--- src/hw/rtl/dfnpr_pkg.sv ---
package dfnpr_pkg;

	// Table geometry
	localparam int MAX_GROUPS  = 64;
	localparam int MAX_SLICES  = 4;
	localparam int TBL_DEPTH   = MAX_GROUPS * MAX_SLICES;
	localparam int TBL_AW      = $clog2(TBL_DEPTH);

	// Field widths
	localparam int GROUP_W     = 6;
	localparam int SLICE_W     = 2;
	localparam int ROUTER_W    = 5;
	localparam int PORT_W      = 7;
	localparam int HOST_W      = 5;
	localparam int VC_W        = 3;
	localparam int CFG_W       = 6;
	localparam int CFG_IDX_W   = 2;
	localparam int ENTRY_W     = ROUTER_W + PORT_W;

	// Configuration register indexes
	localparam logic [CFG_IDX_W-1:0] REG_HOSTS_PER_ROUTER  = 2'd0;
	localparam logic [CFG_IDX_W-1:0] REG_ROUTERS_PER_GROUP = 2'd1;
	localparam logic [CFG_IDX_W-1:0] REG_OWN_GROUP         = 2'd2;
	localparam logic [CFG_IDX_W-1:0] REG_OWN_ROUTER        = 2'd3;

	localparam logic [VC_W-1:0] VC_MAX = '1;

	typedef enum logic [0:0] {
		OP_TABLE_WRITE = 1'b0,
		OP_ROUTE       = 1'b1
	} opcode_t;

	typedef struct packed {
		opcode_t               opcode;
		logic [GROUP_W-1:0]    table_group;
		logic [SLICE_W-1:0]    table_slice;
		logic [ROUTER_W-1:0]   entry_router;
		logic [PORT_W-1:0]     entry_port;
		logic [GROUP_W-1:0]    dest_group;
		logic [GROUP_W-1:0]    via_group;
		logic [ROUTER_W-1:0]   dest_router;
		logic [HOST_W-1:0]     dest_host;
		logic [SLICE_W-1:0]    link_slice;
		logic [PORT_W-1:0]     in_port;
		logic [VC_W-1:0]       in_vc;
	} req_t;

	typedef struct packed {
		logic [PORT_W-1:0] out_port;
		logic [VC_W-1:0]   next_vc;
	} rsp_t;

	typedef struct packed {
		logic [ROUTER_W-1:0] router;
		logic [PORT_W-1:0]   port;
	} entry_t;

endpackage

--- src/hw/rtl/dfnpr_ram.sv ---
module dfnpr_ram #(
	parameter int WIDTH = 12,
	parameter int DEPTH = 256
) (
	input  logic                     clk,
	input  logic                     en,
	input  logic                     we,
	input  logic [$clog2(DEPTH)-1:0] addr,
	input  logic [WIDTH-1:0]         wdata,
	output logic [WIDTH-1:0]         rdata
);

	logic [WIDTH-1:0] mem_q [DEPTH];

	// Write through the single port, or register a read
	always_ff @(posedge clk) begin
		if (en) begin
			if (we) begin
				mem_q[addr] <= wdata;
			end else begin
				rdata <= mem_q[addr];
			end
		end
	end

endmodule

--- src/hw/rtl/dragonfly_next_port_route_top.sv ---
// Dragonfly next-port selection.
//
// Request channel (req_valid / req_stall / req): one beat carries either a
// table write (opcode OP_TABLE_WRITE) or a packet head to route (OP_ROUTE).
// Response channel (rsp_valid / rsp_stall / rsp): exactly one beat per
// request, in order; table writes answer with port 0 and VC 0.
// Configuration: cfg_we writes cfg_data into register cfg_index at the clock
// edge; write only while the block is empty.
//
// From request acceptance to response valid, a beat passes through the registered
// read of the group-to-global-link table, then the port and VC decision into the
// response register. Throughput is one beat per cycle while the receiver does not
// stall; the single table port is used once per beat, for its write or its
// lookup.
// When the receiver stalls, the response register holds and the stage
// behind it fills, then req_stall rises; no beat is lost or repeated.
// Reset clears the valid flags and sets the registers to one host, one router,
// group 0, router 0. The table is not cleared: entries must be written before
// any packet looks them up.
module dragonfly_next_port_route_top (
	input  logic                           clk,
	input  logic                           arst_n,
	input  logic                           cfg_we,
	input  logic [dfnpr_pkg::CFG_IDX_W-1:0] cfg_index,
	input  logic [dfnpr_pkg::CFG_W-1:0]     cfg_data,
	input  logic                           req_valid,
	output logic                           req_stall,
	input  dfnpr_pkg::req_t                req,
	output logic                           rsp_valid,
	input  logic                           rsp_stall,
	output dfnpr_pkg::rsp_t                rsp
);

	import dfnpr_pkg::*;

	logic [CFG_W-1:0]    hosts_q;
	logic [CFG_W-1:0]    routers_q;
	logic [GROUP_W-1:0]  own_group_q;
	logic [ROUTER_W-1:0] own_router_q;

	logic                valid_s1;
	req_t                req_s1;
	logic                hit_s1;
	logic                rsp_valid_q;
	rsp_t                rsp_q;

	logic                adv_s2;
	logic                accept;
	logic [GROUP_W-1:0]  look_group;
	logic [GROUP_W-1:0]  look_adj;
	logic                look_ok;
	logic                wr_ok;
	logic                tbl_we;
	logic [TBL_AW-1:0]   tbl_addr;
	logic [ENTRY_W-1:0]  tbl_rdata;
	entry_t              entry;
	logic                global_in;
	logic [VC_W-1:0]     vc_nxt;
	logic [PORT_W-1:0]   entry_local;
	logic [PORT_W-1:0]   dest_local;
	logic [PORT_W-1:0]   port_nxt;
	rsp_t                rsp_nxt;

	// Configuration registers
	always_ff @(posedge clk or negedge arst_n) begin
		if (!arst_n) begin
			hosts_q      <= CFG_W'(1);
			routers_q    <= CFG_W'(1);
			own_group_q  <= '0;
			own_router_q <= '0;
		end else if (cfg_we) begin
			case (cfg_index)
				REG_HOSTS_PER_ROUTER:  hosts_q      <= cfg_data;
				REG_ROUTERS_PER_GROUP: routers_q    <= cfg_data;
				REG_OWN_GROUP:         own_group_q  <= cfg_data[GROUP_W-1:0];
				REG_OWN_ROUTER:        own_router_q <= cfg_data[ROUTER_W-1:0];
				default: ;
			endcase
		end
	end

	// Handshake: advance when the response register is free or being taken
	assign adv_s2    = !rsp_valid_q || !rsp_stall;
	assign req_stall = valid_s1 && !adv_s2;
	assign accept    = req_valid && !req_stall;

	// Pick the group whose global link is wanted, skip own group in the index
	always_comb begin
		look_group = (req.via_group != own_group_q) ? req.via_group : req.dest_group;
		look_adj   = look_group;
		if (look_group >= own_group_q && look_group != '0) begin
			look_adj = look_group - GROUP_W'(1);
		end
		look_ok = (int'(look_adj) < MAX_GROUPS - 1) && (int'(req.link_slice) < MAX_SLICES);
		wr_ok   = (int'(req.table_group) < MAX_GROUPS - 1)
			&& (int'(req.table_slice) < MAX_SLICES);
	end

	// Drive the table port: write beats write, route beats read
	always_comb begin
		tbl_we = (req.opcode == OP_TABLE_WRITE);
		if (tbl_we) begin
			tbl_addr = TBL_AW'(int'(req.table_group) * MAX_SLICES + int'(req.table_slice));
		end else begin
			tbl_addr = TBL_AW'(int'(look_adj) * MAX_SLICES + int'(req.link_slice));
		end
	end

	dfnpr_ram #(
		.WIDTH(ENTRY_W),
		.DEPTH(TBL_DEPTH)
	) u_link_table (
		.clk   (clk),
		.en    (accept && (!tbl_we || wr_ok)),
		.we    (tbl_we),
		.addr  (tbl_addr),
		.wdata ({req.entry_router, req.entry_port}),
		.rdata (tbl_rdata)
	);

	// Stage 1: hold the beat while the table read completes
	always_ff @(posedge clk or negedge arst_n) begin
		if (!arst_n) begin
			valid_s1 <= 1'b0;
		end else if (!req_stall) begin
			valid_s1 <= accept;
		end
	end

	always_ff @(posedge clk) begin
		if (accept) begin
			req_s1 <= req;
			hit_s1 <= look_ok;
		end
	end

	// Decide VC: step up after a global hop, saturating
	always_comb begin
		global_in = ({1'b0, req_s1.in_port} + 8'd1)
			>= ({2'b00, hosts_q} + {2'b00, routers_q});
		vc_nxt = req_s1.in_vc;
		if (global_in && req_s1.in_vc != VC_MAX) begin
			vc_nxt = req_s1.in_vc + VC_W'(1);
		end
	end

	// Decide port: global link, local router port or host port
	always_comb begin
		entry = hit_s1 ? entry_t'(tbl_rdata) : '0;
		entry_local = PORT_W'(hosts_q) + PORT_W'(entry.router)
			- PORT_W'(entry.router > own_router_q);
		dest_local = PORT_W'(hosts_q) + PORT_W'(req_s1.dest_router)
			- PORT_W'(req_s1.dest_router > own_router_q);
		if (req_s1.dest_group != own_group_q) begin
			port_nxt = (entry.router == own_router_q) ? entry.port : entry_local;
		end else if (req_s1.dest_router != own_router_q) begin
			port_nxt = dest_local;
		end else begin
			port_nxt = PORT_W'(req_s1.dest_host);
		end
		if (req_s1.opcode == OP_TABLE_WRITE) begin
			rsp_nxt = '0;
		end else begin
			rsp_nxt.out_port = port_nxt;
			rsp_nxt.next_vc  = vc_nxt;
		end
	end

	// Stage 2: response register
	always_ff @(posedge clk or negedge arst_n) begin
		if (!arst_n) begin
			rsp_valid_q <= 1'b0;
		end else if (adv_s2) begin
			rsp_valid_q <= valid_s1;
		end
	end

	always_ff @(posedge clk) begin
		if (adv_s2 && valid_s1) begin
			rsp_q <= rsp_nxt;
		end
	end

	assign rsp_valid = rsp_valid_q;
	assign rsp       = rsp_q;

endmodule
--- config.mk ---
export PLATFORM = sky130hd
export DESIGN_NAME = dragonfly_next_port_route_top
export DESIGN_NICKNAME = d
export VERILOG_FILES = /design/src/hw/rtl/dfnpr_pkg.sv /design/src/hw/rtl/dfnpr_ram.sv /design/src/hw/rtl/dragonfly_next_port_route_top.sv
export SDC_FILE = /design/constraint.sdc
export NUM_CORES = 2
export LEC_CHECK = 0
export BUFFER_PORTS_ARGS = -buffer_cell sky130_fd_sc_hd__buf_4
export CORE_ASPECT_RATIO = 0.8
export CORE_MARGIN = 2
export CORE_UTILIZATION = 45
export DETAILED_ROUTE_END_ITERATION = 10
export PLACE_DENSITY = 0.72
export SYNTH_ARGS = -nofsm -noshare
export SYNTH_HDL_FRONTEND = slang
export SYNTH_SLANG_ARGS = --single-unit
--- constraint.sdc ---
create_clock -name clk -period 7.3 [get_ports clk]
set_input_delay 0.365 -clock clk [delete_from_list [all_inputs] [get_ports clk]]
set_output_delay 0.365 -clock clk [all_outputs]
set_load 0.01 [all_outputs]
==> impl_metrics.py <==
metrics = {
    "routing": {
        "routed_wirelength_mm": 360,
        "drt-initial-drc-count": 12100,
        "drc": 0,
        "firstDrtPassIters": 7,
        "vias": 72300,
        "ant_nets": 0,
        "vias_per_cell": 6.32,
        "wl_per_cell_um": 31.5,
    },
    "global_route": {
        "grtUsageTotal": 0.242,
        "grt_max_degree": 183,
        "grt_overflow": 0,
        "antenna_found_initial": 20,
        "grt_pass1_wl_mm": 512,
        "grt_pass1_vias": 69400,
    },
    "synth": {
        "yosysWarnings": 0,
        "synth_top_area_share": 0.721,
        "synth-async-reset-ratio": 0.00794,
        "ys_ff_latch": 3147,
        "synth_flop_cell": "edfxtp_1",
        "synth_edf_count": 3122,
        "synth_common_cells": "edfxtp_1 (3122), mux4_2 (767), nand2_1 (491), mux2i_1 (366), nor2_1 (327)",
        "ys_types": 97,
        "synth_most_common_cell": "edfxtp_1",
        "synth_area_leaders": "edfxtp_1 (72%), mux4_2 (13%), mux2i_1 (2.8%)",
        "yosysTopAreaCell": "edfxtp_1",
        "syn_area_mm2": 0.130,
        "seq_area_frac_synth": 0.726,
        "synthCells": 6887,
        "syn_avg_cell_area_um2": 18.9,
    },
    "clocking": {
        "numCtsBuffers": 310,
        "h-tree-depth": 5,
        "cts-root-buf": "clkbuf_16",
        "insertion_delay_ns": 0.89,
        "cts_sinks": 3147,
        "clk_pin_slew_ns": 0.07,
        "tritoncts": "yes",
        "cts_buffer_depth": 4,
    },
    "floorplanning": {
        "num_rows": 176,
        "die_w_um": 605,
        "fp.dieH_um": 485,
        "core_area_mm2": 0.287,
        "start_util": 0.453,
        "ioPinCount": 80,
        "dieArea_mm2": 0.293,
    },
    "worst_setup_path": {
        "cp-start-kind": "flop",
        "critPathKind": "flop to flop",
        "reg2reg_from": "own_group_q[1]$_DFFE_PN0P_",
        "critPathRequiredTime_ns": 7.92,
        "crit_fanout": 22,
        "critPathArrivalTime_ns": 7.73,
        "reg2reg_to": "u_link_table.rdata[5]$_DFFE_PP_",
        "r2r_slack_ns": 0.19,
        "cp-end-kind": "flop",
        "rr_worst_depth": 17,
    },
    "sta": {
        "hold_viol_final": 0,
        "setup_viol": 0,
        "clock_skew_ns": 0.0481,
        "slew-limit-headroom": 0.00913,
        "max_freq_mhz": 141,
        "fin_crit_sh": 0.974,
        "holdWs_ns": 0.00881,
        "setup_tns_ns": 0,
        "tightest_slew_ns": 1.45,
        "finalMaxSlewViolations": 0,
        "layout_min_cycle_time_ns": 7.11,
    },
    "run": {
        "cap_violations": 2,
    },
    "layout": {
        "regArea_mm2": 0.0944,
        "drive_above_1_share": 0.250,
        "syn_to_final_growth_pct": 13.8,
        "multi_input_area_mm2": 0.0337,
        "finalNetCount": 7494,
        "final_cell_area_mm2": 0.148,
        "finalNonFillerCells": 11400,
        "n_fill_cell": 22200,
    },
    "placed_design": {
        "postPlaceCellArea_mm2": 0.137,
        "hpwl_mm": 223,
        "dp.cells": 10800,
        "io_buffers": 79,
        "gp_congestion": 0.946,
    },
    "power_and_ir_drop": {
        "peakVddDrop_mv": 0.212,
        "p_leak_nw": 48.0,
        "power_density_mw_per_mm2": 274,
    },
    "run_status": {
        "violations": "capacitance limit",
        "status": "finished with violations",
    },
    "worst_hold_path": {
        "min_from": "req[43]",
        "min_path_type": "primary input to flop",
        "whs_endpoint": "u_link_table.mem_q[217][9]$_DFFE_PP_",
        "hold_depth": 1,
    },
}
==> registers in the layout, indices dropped and copies added, names as in the netlist <==
name	flops
own_router_q	5
hosts_q	6
u_link_table.mem_q	3072
req_s1	27
valid_s1	1
rsp_valid	1
rsp	10
u_link_table.rdata	12
hit_s1	1
routers_q	6
own_group_q	6
==> cell usage in the layout (no fill, tap or decap), types with 32 or more instances in the layout <==
master | Yosys | routed
a211oi_1 | 54 | 53
a21o_1 | 33 | 33
a21oi_1 | 222 | 221
a221oi_1 | 55 | 55
buf_4 | 40 | 477
bufinv_16 | 0 | 32
clkbuf_1 | 187 | 63
clkbuf_16 | 0 | 316
clkinv_1 | 1 | 55
clkinv_2 | 0 | 43
conb_1 | 1 | 48
dlygate4sd3_1 | 0 | 51
edfxtp_1 | 3122 | 3122
ha_1 | 55 | 54
inv_1 | 57 | 57
mux2_2 | 112 | 111
mux2i_1 | 366 | 366
mux4_2 | 767 | 767
nand2_1 | 491 | 489
nand3_1 | 162 | 158
nand4_1 | 43 | 43
nor2_1 | 327 | 325
o21ai_0 | 58 | 58
o22ai_1 | 143 | 142
==> stage by stage <==
stage | util | power [mW] | worst slack, ns
2_1_floorplan | - | 23.1 | 1.76
3_3_place_gp | 0.478 | 24.8 | -0.0250
3_5_place_dp | 0.478 | 24.9 | 0.0107
4_1_cts | 0.515 | 40.6 | 0.0529
5_1_grt | 0.515 | 41.6 | -0.00546
6_report | 0.515 | 40.6 | 0.193
==> critical path, stage by stage (launching register included) <==
cell	delay, ns
dfrtp_1	0.44
xnor2_1	0.26
nand4_1	0.37
buf_4	0.30
nor2_2	0.26
mux2_2	0.44
ha_1	0.30
a21o_1	0.22
a221oi_4	0.63
buf_4	0.28
o41ai_2	0.12
a21oi_4	0.44
buf_4	0.41
mux2i_1	0.46
nor3_1	0.09
a311oi_1	0.68
o2111ai_1	0.47
or4_1	0.63
==> metal layers <==
metal / vias up / routed length, µm / part of all wire / global-route usage
met4: 6 / 12200 / 0.034 / 0.0765
met3: 670 / 45600 / 0.13 / 0.0579
met2: 4935 / 159000 / 0.44 / 0.351
li1: 29200 / - / - / -
met5: - / 41 / 0.00011 / 0
met1: 37600 / 143000 / 0.40 / 0.362
==> how the worst max path moves through the flow <==
stage / from / endpoint / slack [ns] / cells after the start
finish: own_group_q[1]$_DFFE_PN0P_ / u_link_table.rdata[5]$_DFFE_PP_ / 0.19 / 17
global route: own_group_q[1]$_DFFE_PN0P_ / u_link_table.rdata[5]$_DFFE_PP_ / -0.005 / 17
floorplan: own_group_q[1]$_DFFE_PN0P_ / u_link_table.mem_q[220][0]$_DFFE_PP_ / 1.76 / 22
detailed placement: req[22] / u_link_table.rdata[9]$_DFFE_PP_ / 0.01 / 18
global placement: req[22] / u_link_table.rdata[9]$_DFFE_PP_ / -0.03 / 18
CTS: own_group_q[1]$_DFFE_PN0P_ / u_link_table.rdata[9]$_DFFE_PP_ / 0.05 / 17
==> report_power, final <==
part	switching [mW]	internal [mW]	leakage (nW)	total (mW)
clock network	6.80	9.10	4.81	15.9
registers	0.0599	20.0	28.4	20.0
logic	3.03	1.62	14.7	4.65
==> layout make-up <==
type / count / share of cell area
Clock buffer: 379 / 0.0550
Inverter: 62 / 0.00164
Clock inverter: 163 / 0.0119
Timing Repair Buffer: 573 / 0.0332
Sequential cell: 3147 / 0.638
Multi-Input combinational cell: 3274 / 0.228
Antenna cell: 11 / 0.000186
Tap cell: 3827 / 0.0324
==> timing repair <==
| item | 4_1_cts | 5_1_grt |
|---|---|---|
| endpoints found under the hold margin | 151 | 1 |
| setup buffers | 0 | 2 |
| resized for setup | 0 | 8 |
| endpoints found under the setup margin | 0 | 10 |
| hold buffers | 51 | 1 |
==> cell families after synthesis <==
kind of cell               share of synthesized area
AOI/OAI and AO/OA                             0.0388
and+or+nand+nor                               0.0383
other                                      0.0000288
xor gates and xnor gates                     0.00216
buffers and inverters                         0.0183
adders and majority gates                    0.00575
muxes                                          0.171
DFF                                            0.726
Power figures use the tool's default switching activity.
